===== config.mk =====
export PLATFORM = sky130hd
export DESIGN_NAME = bfism_ctrl
export DESIGN_NICKNAME = d
export VERILOG_FILES = /design/src/rtl/core/bfism_pkg.sv /design/src/rtl/core/bfism_ctrl.sv
export SDC_FILE = /design/constraint.sdc
export NUM_CORES = 1
export LEC_CHECK = 0
export ABC_CLOCK_PERIOD_IN_PS = 1830
export BUFFER_PORTS_ARGS = -buffer_cell sky130_fd_sc_hd__buf_2
export CAP_MARGIN = 25
export CORE_MARGIN = 3
export CORE_UTILIZATION = 38
export CTS_CLUSTER_SIZE = 10
export DETAILED_ROUTE_END_ITERATION = 10
export PLACE_DENSITY = 0.71
export SYNTH_ARGS = -nofsm -noshare
export SYNTH_HDL_FRONTEND = slang
export SYNTH_SLANG_ARGS = --single-unit

===== constraint.sdc =====
create_clock -name clk_i -period 1.83 [get_ports clk_i]
set_input_delay 0.183 -clock clk_i [delete_from_list [all_inputs] [get_ports clk_i]]
set_output_delay 0.183 -clock clk_i [all_outputs]
set_load 0.1 [all_outputs]

===== src/rtl/core/bfism_pkg.sv =====
// shared types, codes and helpers of the instruction step machine
package bfism_pkg;

  localparam int unsigned PROG_DEPTH_DEF = 4096;
  localparam int unsigned TAPE_DEPTH_DEF = 4096;
  localparam int unsigned NEXT_IP_W      = 13;
  localparam int unsigned FUNC_W         = 2;
  localparam int unsigned STATUS_W       = 3;
  localparam int unsigned BYTE_W         = 8;
  localparam int unsigned OP_W           = 4;

  localparam logic [BYTE_W-1:0] CH_RIGHT = 8'h3E;
  localparam logic [BYTE_W-1:0] CH_LEFT  = 8'h3C;
  localparam logic [BYTE_W-1:0] CH_INC   = 8'h2B;
  localparam logic [BYTE_W-1:0] CH_DEC   = 8'h2D;
  localparam logic [BYTE_W-1:0] CH_OUT   = 8'h2E;
  localparam logic [BYTE_W-1:0] CH_IN    = 8'h2C;
  localparam logic [BYTE_W-1:0] CH_OPEN  = 8'h5B;
  localparam logic [BYTE_W-1:0] CH_CLOSE = 8'h5D;

  typedef enum logic [FUNC_W-1:0] {
    FUNC_LOAD    = 2'd0,
    FUNC_STEP    = 2'd1,
    FUNC_RESTART = 2'd2
  } func_e;

  typedef enum logic [OP_W-1:0] {
    OP_NOP   = 4'd0,
    OP_RIGHT = 4'd1,
    OP_LEFT  = 4'd2,
    OP_INC   = 4'd3,
    OP_DEC   = 4'd4,
    OP_OUT   = 4'd5,
    OP_IN    = 4'd6,
    OP_OPEN  = 4'd7,
    OP_CLOSE = 4'd8
  } op_e;

  typedef enum logic [STATUS_W-1:0] {
    STAT_OK        = 3'd0,
    STAT_END       = 3'd1,
    STAT_UNDER     = 3'd2,
    STAT_OVER      = 3'd3,
    STAT_UNMATCHED = 3'd4,
    STAT_FULL      = 3'd5
  } status_e;

  typedef enum logic [2:0] {
    S_CLEAR,
    S_IDLE,
    S_EXEC,
    S_SCAN_F,
    S_SCAN_B
  } ctrl_state_e;

  typedef enum logic [2:0] {
    PRD_K,
    PRD_IP,
    PRD_IP_P1,
    PRD_IP_M1,
    PRD_K_P1,
    PRD_K_M1
  } prd_sel_e;

  typedef enum logic [1:0] {
    IP_HOLD,
    IP_INC,
    IP_SCAN
  } ip_sel_e;

  typedef enum logic [1:0] {
    TS_INC,
    TS_DEC,
    TS_IN
  } tape_src_e;

  typedef struct packed {
    logic      prog_wr;
    logic      clr_regs;
    logic      sweep_wr;
    logic      latch_in;
    prd_sel_e  prd_sel;
    ip_sel_e   ip_sel;
    logic      cp_inc;
    logic      cp_dec;
    logic      fault_set;
    logic      tape_wr;
    tape_src_e tsrc;
    logic      depth_clr;
    logic      depth_inc;
    logic      depth_dec;
    logic      emit;
    logic      out_sel;
    status_e   status;
  } dp_cmd_t;

  typedef struct packed {
    op_e  op;
    logic cell_zero;
    logic fault;
    logic ip_ge_len;
    logic ip1_ge_len;
    logic ip_zero;
    logic len_full;
    logic cp_zero;
    logic cp_last;
    logic k_last;
    logic k_zero;
    logic depth_zero;
    logic sweep_last;
  } dp_stat_t;

  function automatic op_e encode(input logic [BYTE_W-1:0] ch);
    op_e op;
    unique case (ch)
      CH_RIGHT: op = OP_RIGHT;
      CH_LEFT:  op = OP_LEFT;
      CH_INC:   op = OP_INC;
      CH_DEC:   op = OP_DEC;
      CH_OUT:   op = OP_OUT;
      CH_IN:    op = OP_IN;
      CH_OPEN:  op = OP_OPEN;
      CH_CLOSE: op = OP_CLOSE;
      default:  op = OP_NOP;
    endcase
    return op;
  endfunction

endpackage


===== src/rtl/core/bfism_ctrl.sv =====
// controller state machine of the instruction step machine
module bfism_ctrl (
  input  logic                                clk_i,
  input  logic                                rst_ni,
  input  logic                                start,
  input  logic [bfism_pkg::FUNC_W-1:0]        func_i,
  input  bfism_pkg::dp_stat_t                 stat_i,
  output bfism_pkg::dp_cmd_t                  cmd_o,
  output logic                                busy
);

  bfism_pkg::ctrl_state_e state_q, state_d;

  always_ff @(posedge clk_i or negedge rst_ni) begin
    if (!rst_ni) begin
      state_q <= bfism_pkg::S_CLEAR;
    end else begin
      state_q <= state_d;
    end
  end

  assign busy = (state_q != bfism_pkg::S_IDLE);

  always_comb begin
    cmd_o         = '0;
    cmd_o.prd_sel = bfism_pkg::PRD_K;
    cmd_o.ip_sel  = bfism_pkg::IP_HOLD;
    cmd_o.tsrc    = bfism_pkg::TS_INC;
    cmd_o.status  = bfism_pkg::STAT_OK;
    state_d       = state_q;
    unique case (state_q)
      bfism_pkg::S_CLEAR: begin
        cmd_o.sweep_wr = 1'b1;
        if (stat_i.sweep_last) begin
          state_d = bfism_pkg::S_IDLE;
        end
      end
      bfism_pkg::S_IDLE: begin
        if (start) begin
          unique case (bfism_pkg::func_e'(func_i))
            bfism_pkg::FUNC_LOAD: begin
              cmd_o.emit = 1'b1;
              if (stat_i.len_full) begin
                cmd_o.status = bfism_pkg::STAT_FULL;
              end else begin
                cmd_o.prog_wr = 1'b1;
              end
            end
            bfism_pkg::FUNC_STEP: begin
              cmd_o.latch_in = 1'b1;
              if (stat_i.ip_ge_len) begin
                cmd_o.emit   = 1'b1;
                cmd_o.status = bfism_pkg::STAT_END;
              end else begin
                cmd_o.prd_sel = bfism_pkg::PRD_IP;
                state_d       = bfism_pkg::S_EXEC;
              end
            end
            bfism_pkg::FUNC_RESTART: begin
              cmd_o.clr_regs = 1'b1;
              cmd_o.emit     = 1'b1;
              state_d        = bfism_pkg::S_CLEAR;
            end
            default: begin
              cmd_o.emit = 1'b1;
            end
          endcase
        end
      end
      bfism_pkg::S_EXEC: begin
        state_d = bfism_pkg::S_IDLE;
        if (stat_i.fault) begin
          cmd_o.emit   = 1'b1;
          cmd_o.status = (stat_i.op == bfism_pkg::OP_LEFT) ? bfism_pkg::STAT_UNDER
                                                           : bfism_pkg::STAT_OVER;
        end else begin
          unique case (stat_i.op)
            bfism_pkg::OP_RIGHT: begin
              cmd_o.emit = 1'b1;
              if (stat_i.cp_last) begin
                cmd_o.fault_set = 1'b1;
                cmd_o.status    = bfism_pkg::STAT_OVER;
              end else begin
                cmd_o.cp_inc = 1'b1;
                cmd_o.ip_sel = bfism_pkg::IP_INC;
              end
            end
            bfism_pkg::OP_LEFT: begin
              cmd_o.emit = 1'b1;
              if (stat_i.cp_zero) begin
                cmd_o.fault_set = 1'b1;
                cmd_o.status    = bfism_pkg::STAT_UNDER;
              end else begin
                cmd_o.cp_dec = 1'b1;
                cmd_o.ip_sel = bfism_pkg::IP_INC;
              end
            end
            bfism_pkg::OP_INC, bfism_pkg::OP_DEC, bfism_pkg::OP_IN: begin
              cmd_o.emit    = 1'b1;
              cmd_o.tape_wr = 1'b1;
              cmd_o.ip_sel  = bfism_pkg::IP_INC;
              cmd_o.tsrc    = (stat_i.op == bfism_pkg::OP_INC) ? bfism_pkg::TS_INC :
                              (stat_i.op == bfism_pkg::OP_DEC) ? bfism_pkg::TS_DEC :
                                                                 bfism_pkg::TS_IN;
            end
            bfism_pkg::OP_OUT: begin
              cmd_o.emit    = 1'b1;
              cmd_o.out_sel = 1'b1;
              cmd_o.ip_sel  = bfism_pkg::IP_INC;
            end
            bfism_pkg::OP_OPEN: begin
              if (!stat_i.cell_zero) begin
                cmd_o.emit   = 1'b1;
                cmd_o.ip_sel = bfism_pkg::IP_INC;
              end else if (stat_i.ip1_ge_len) begin
                cmd_o.emit   = 1'b1;
                cmd_o.ip_sel = bfism_pkg::IP_INC;
                cmd_o.status = bfism_pkg::STAT_UNMATCHED;
              end else begin
                cmd_o.prd_sel   = bfism_pkg::PRD_IP_P1;
                cmd_o.depth_clr = 1'b1;
                state_d         = bfism_pkg::S_SCAN_F;
              end
            end
            bfism_pkg::OP_CLOSE: begin
              if (stat_i.cell_zero) begin
                cmd_o.emit   = 1'b1;
                cmd_o.ip_sel = bfism_pkg::IP_INC;
              end else if (stat_i.ip_zero) begin
                cmd_o.emit   = 1'b1;
                cmd_o.ip_sel = bfism_pkg::IP_INC;
                cmd_o.status = bfism_pkg::STAT_UNMATCHED;
              end else begin
                cmd_o.prd_sel   = bfism_pkg::PRD_IP_M1;
                cmd_o.depth_clr = 1'b1;
                state_d         = bfism_pkg::S_SCAN_B;
              end
            end
            default: begin
              cmd_o.emit   = 1'b1;
              cmd_o.ip_sel = bfism_pkg::IP_INC;
            end
          endcase
        end
      end
      bfism_pkg::S_SCAN_F: begin
        if (stat_i.op == bfism_pkg::OP_CLOSE && stat_i.depth_zero) begin
          cmd_o.emit   = 1'b1;
          cmd_o.ip_sel = bfism_pkg::IP_SCAN;
          state_d      = bfism_pkg::S_IDLE;
        end else begin
          cmd_o.depth_dec = (stat_i.op == bfism_pkg::OP_CLOSE);
          cmd_o.depth_inc = (stat_i.op == bfism_pkg::OP_OPEN);
          if (stat_i.k_last) begin
            cmd_o.emit   = 1'b1;
            cmd_o.ip_sel = bfism_pkg::IP_INC;
            cmd_o.status = bfism_pkg::STAT_UNMATCHED;
            state_d      = bfism_pkg::S_IDLE;
          end else begin
            cmd_o.prd_sel = bfism_pkg::PRD_K_P1;
          end
        end
      end
      bfism_pkg::S_SCAN_B: begin
        if (stat_i.op == bfism_pkg::OP_OPEN && stat_i.depth_zero) begin
          cmd_o.emit   = 1'b1;
          cmd_o.ip_sel = bfism_pkg::IP_SCAN;
          state_d      = bfism_pkg::S_IDLE;
        end else begin
          cmd_o.depth_dec = (stat_i.op == bfism_pkg::OP_OPEN);
          cmd_o.depth_inc = (stat_i.op == bfism_pkg::OP_CLOSE);
          if (stat_i.k_zero) begin
            cmd_o.emit   = 1'b1;
            cmd_o.ip_sel = bfism_pkg::IP_INC;
            cmd_o.status = bfism_pkg::STAT_UNMATCHED;
            state_d      = bfism_pkg::S_IDLE;
          end else begin
            cmd_o.prd_sel = bfism_pkg::PRD_K_M1;
          end
        end
      end
      default: begin
        state_d = bfism_pkg::S_IDLE;
      end
    endcase
  end

endmodule


==> run summary, run 1 <==
In this run the cell area of the synthesized design comes to 759 sq um. The tool reported: "[ERROR DPL-0038] Utilization greater than 100%, impossible to legalize". By area the synthesized netlist is led by sky130_fd_sc_hd__dfrtp_1 9.9%, sky130_fd_sc_hd__nor2_1 5.9%, sky130_fd_sc_hd__nand2_1 4.9%, sky130_fd_sc_hd__buf_6 4.4%, sky130_fd_sc_hd__nand2b_1 4.1%. The buffer levels on the longest clock path is 2, and the number of buffers inserted by post-CTS setup repair is 9. The number of buffers inserted by port buffering is 44. The horizontal die dimension was 50.7 microns. The run gives 1 as the number of buffers inserted by hold repair at cts. Synthesis produced a netlist with a net count of 123. The half-perimeter wire length of the detailed placement result is 2.91 mm, and the number of levels the H-tree was split into is 1.

The number of register bits inferred by synthesis works out to 3. The total clock buffers created by CTS was 3. The number of resized instances in the post-cts repair step came out at 16. The flow did not finish. For the instance count of the mapped netlist, the log shows 102.

In this run the vertical extent of the chip is 50.7 microns. The largest area contributor in the netlist was sky130_fd_sc_hd__dfrtp_1. Sequential cell area fraction in the yosys report: 9.88%.

At the end of routability-driven placement, the weighted congestion stood at 0.911. During I/O placement, the number of pins put on the boundary was 45. For the instance area at placement, the log shows 0.00169 sq mm. After floorplanning, the core was divided into 15 placement rows.

After synthesis, the largest area contributor takes up 9.88% of total cell area. Dividing the synthesized area by the synthesized cell count gives 7.45 sq um. The clock net in this run drives a total of 3 sinks. In this run, distinct cell masters in the synthesized netlist total 40. The root buffer cell chosen for the clock tree is sky130_fd_sc_hd__clkbuf_4. The cell total after placement came out at 189. The terminating stage of the flow was 4_1_cts.

For this configuration, the core starts out at a cell density of 42.2%. The yosys synthesis warning count came out at 0.
## kinds of logic after synthesis
kind of cell / share of synthesized area [%]
AO/OA/AOI/OAI: 27.7
flip-flops: 9.88
AND/OR/NAND/NOR: 48.9
multiplexers: 2.97
buffers and inverters: 10.5
## per-stage QoR
stage	utilization, %	setup slack [ps]	hold WS (ps)
detailed placement	93.7	-58.9	-18.8
global placement	93.7	-15.8	-24.4
floorplan	-	-442	-113
## synthesized netlist by cell type (all sizes together)
cell type,number
o211a,1
a22oi,4
nor2b,2
or4b,2
o21ba,1
nor2,12
a22o,1
o211ai,1
o21ai,2
nand3,5
nand2,10
mux2,2
buf,7
a211o,1
a32oi,1
o22ai,2
o221ai,1
dfrtp,3
nand4b,1
nor4b,1
nor4,1
and2,5
and3b,2
o31ai,1
nand2b,5
nor3b,3
o32ai,3
a21oi,4
nand4bb,2
nor3,7
inv,5
nand3b,2
or3b,1
a21o,1
==> run 2, diff against run 1 <==
CORE_AREA = 3 3 64 66   (was unset)
CORE_MARGIN = unset   (was 3)
CORE_UTILIZATION = unset   (was 38)
CTS_CLUSTER_SIZE = unset   (was 10)
DIE_AREA = 0 0 67 69   (was unset)
PLACE_DENSITY = unset   (was 0.71)
PLACE_DENSITY_LB_ADDON = 0.15   (was unset)
==> run 2 against run 1 <==
Net effect:
- the flow now finishes, with violations (negative setup slack)
- synthesized area is the same
- synthesized cell count unchanged
==> run summary, run 2 <==
Clock skew on the completed layout was measured at 3.87 ps. The tools report the total number of vias as 1078. Entering global routing, the biggest net connects 9 pins.

The final setup slack of the worst path came out at -132 ps. Leaving out fill and tap cells, the most frequent cells in the layout are 28 x sky130_fd_sc_hd__buf_4, 24 x sky130_fd_sc_hd__buf_12, 19 x sky130_fd_sc_hd__buf_2. The detailed-routing iteration count for the pre-antenna-repair pass was 4; the number of buffers inserted by port buffering was 44. Synthesis produced a netlist whose cell count is 102. The clock net in this run drives a total of 3 sinks. In the global route stage, overall resource usage came out at 14.2%. The number of nets with antenna violations after routing was 0; the transition time at the pin with the least slew margin was 527 ps.

The largest registers in the layout are state_q x3. The run gives 1 as the number of levels the H-tree was split into. The logs give 3 for the total clock buffers created by CTS and 2050 uW for the power after layout.

Dividing the detail-routed wire length by the instance count gives 14.1 microns. The tools report the final instance count without filler cells as 229. Global route total overflow: 0. The area growth from synthesis to layout is 168%. For the worst-skew pair, the clock arrives at the later sink with an insertion delay of 210 ps.

After layout, the worst path uses 107% of the clock period. The horizontal die dimension came out at 67 microns. In this run, synthesis inferred 0 flip-flops with an integrated enable.

Along the worst path, the maximum fanout reaches 5. Routability-driven placement finished with a final weighted congestion of 0.780. Setup violations remaining at the end of the flow were counted as 16. In this run the tightest slew margin relative to its limit is 64.8%. Sequential elements use 9.88% of the synthesized area. Data on the critical path arrives at its endpoint at 1780 ps. In this run the biggest area consumer among cell types represents 9.88% of the synthesized area.

Counting flops per register, the top entry is state_q. The tools report the cell total after placement as 213. Yosys attributes the largest share of cell area to sky130_fd_sc_hd__dfrtp_1 9.9%, sky130_fd_sc_hd__nor2_1 5.9%, sky130_fd_sc_hd__nand2_1 4.9%, sky130_fd_sc_hd__buf_6 4.4%, sky130_fd_sc_hd__nand2b_1 4.1%. The most common cell in the netlist was sky130_fd_sc_hd__nor2_1. The number of unique standard cell types used by synthesis came out at 40.

The buffer levels on the longest clock path is 2. The register with the most flip-flops in the layout has 3 of them. Final period demand of the worst path: 1960 ps. TritonCTS built the clock tree. The largest area contributor in the netlist was sky130_fd_sc_hd__dfrtp_1.

The run gives 123 as the net count of the mapped netlist. The worst setup path is captured at an output port. The floorplan step defined a die boundary enclosing 0.00462 sq mm. The required time at the endpoint of the critical path is 1650 ps. The critical setup path kind was reg -> out. The number of nets in the final layout is 203, and the post-synthesis instance area is 759 sq um. The final max-slew violation count is 0, and the layout cell share with drive strength beyond 1 is 73.5%. The clock network burns 9.2% of the power.

Sorting the synthesized cells by how often they occur yields 12 x sky130_fd_sc_hd__nor2_1, 10 x sky130_fd_sc_hd__nand2_1, 6 x sky130_fd_sc_hd__nor3_1. The tightest min-delay check is of the in -> async type. The mean post-synth cell area is 7.45 sq um. The leading register cell type out of synthesis was sky130_fd_sc_hd__dfrtp_1. In the routed layout, each cell is associated on average with a via count of 4.71. The run gives 510 MHz as the highest clock rate.

The global-route wire length before repair was 5.32 mm. The placeable core region is 0.00363 sq mm. The number of register bits inferred by synthesis was 3. Combinational cells account for 84.5% of the total power. The post-synthesis async set-or-reset flop share came out at 100%. For this design the ratio of total power to cell area is 1010 mW/mm^2.

The logs give 292 ps for the final hold slack and 3.24 mm for the routed wire length. The checks that failed: negative setup slack. The count of boundary I/O pins was 45; the initial core utilization was 20.9%. Max-cap violations in this run came to 0. The element type at the critical path start is a register.

The half-perimeter wire length of the detailed placement result was 2.45 mm; the iteration-0 DRC count of the detailed router was 26. The via count of the first global-routing pass was 1117; the number of antenna violations at the first check in global routing was 0. After clock tree synthesis, the clock-pin slew on the worst setup and hold paths is 30 ps.

The reported net switching power came out at 1060 uW. The run finished, with violations left. Maximum ir drop on the vdd rail: 719 uV. CTS placed an instance of sky130_fd_sc_hd__clkbuf_8 at the clock tree root. The design internal power was 995 uW.

From bottom edge to top edge, the die measures 69 microns. Leaving out fill and tap cells, the most frequent cell in the layout is sky130_fd_sc_hd__buf_4. The hold violation total from the final report was 0; the post-route setup TNS was -1130 ps.

The final core utilization is 56.1%. In this run switching power makes up 51.5% of total power. Setup repair after global routing could not meet its margin everywhere. During synthesis, Yosys emitted a total of 0 warnings. The initialized floorplan defines 22 standard-cell rows.

The logs give 0.000869 uW for the leakage dissipation and 6.3% for the part of the total power dissipated in sequential elements. Detailed-route DRC error count: 0. The number of antenna diodes in the final layout is 0.
-- run 2: cell counts after synthesis --
Identical to the previous run, type by type.
-- run 2: cells by family (layout without fill, tap and decap cells) --
group,Yosys count,in the layout,synth area share [%]
mux,2,2,2.97
flops,3,3,9.88
buf+inv,12,91,10.5
compound gates,24,24,27.7
simple gates,61,61,48.9
-- run 2: area by class of cell --
class                   instances  area (sq um)
inverters                       5          18.8
well taps                      48          60.1
fillers                       315          1600
multi-input cells              87           927
clock buffers                   4          45.0
flip-flops and latches          3          77.6
repair buffers                 82           908
-- run 2: final timing paths --
path | startpoint | cells after the start | slack, ps | to
hold reg to reg | state_q[0]$_DFFE_PN0P_ | 3 | 800 | state_q[0]$_DFFE_PN0P_
setup / recovery | state_q[0]$_DFFE_PN0P_ | 5 | -130 | cmd_o[13]
setup reg to reg | state_q[0]$_DFFE_PN0P_ | 7 | -50 | state_q[0]$_DFFE_PN0P_
min in group clk_i | stat_i[7] | 4 | 370 | state_q[2]$_DFFE_PN0P_
hold / removal | rst_ni | 2 | 290 | state_q[2]$_DFFE_PN0P_
max in group asynchronous | rst_ni | 2 | 1420 | state_q[1]$_DFFE_PN0P_
-- run 2: through the flow --
step	cell area, sq um	setup WS [ps]
3_3_place_gp	1740	-0.166
4_1_cts	1940	-126
6_report	2040	-132
3_5_place_dp	1740	-4.94
2_1_floorplan	973	-442
5_1_grt	2040	-181
-- run 2: metal layers --
metal  track usage (%)  up-vias  routed length [microns]
met5                 0        -                        0
met4              2.03        0                        0
met3              2.93        0                      219
met2              25.1       38                     1670
met1              17.7      504                     1350
li1                  -      536                        -
-- run 2: power groups by stage --
stage,Sequential [uW],Clock [uW],Combinational [uW]
after floorplan,95.1,0,964
after global placement,126,0,1460
after detailed placement,125,0,1470
after CTS,128,191,1580
after global routing,133,196,1810
final,129,189,1730
-- run 2: timing repair --
item,CTS,global route
buffers inserted,8,3
pin swaps,13,7
hold buffers,1,0
endpoints found under the setup margin,18,22
endpoints found under the hold margin,3,0
resized for setup,22,15
-- run 2: worst max-delay path: stages, from the launching register on --
cell and delay (ps):
sky130_fd_sc_hd__dfrtp_2 440, sky130_fd_sc_hd__or3b_4 430, sky130_fd_sc_hd__nor2_4 170, sky130_fd_sc_hd__nand2_4 100
sky130_fd_sc_hd__nor3_4 220, sky130_fd_sc_hd__buf_12 200
No activity file was read; power rests on OpenSTA's default activity.
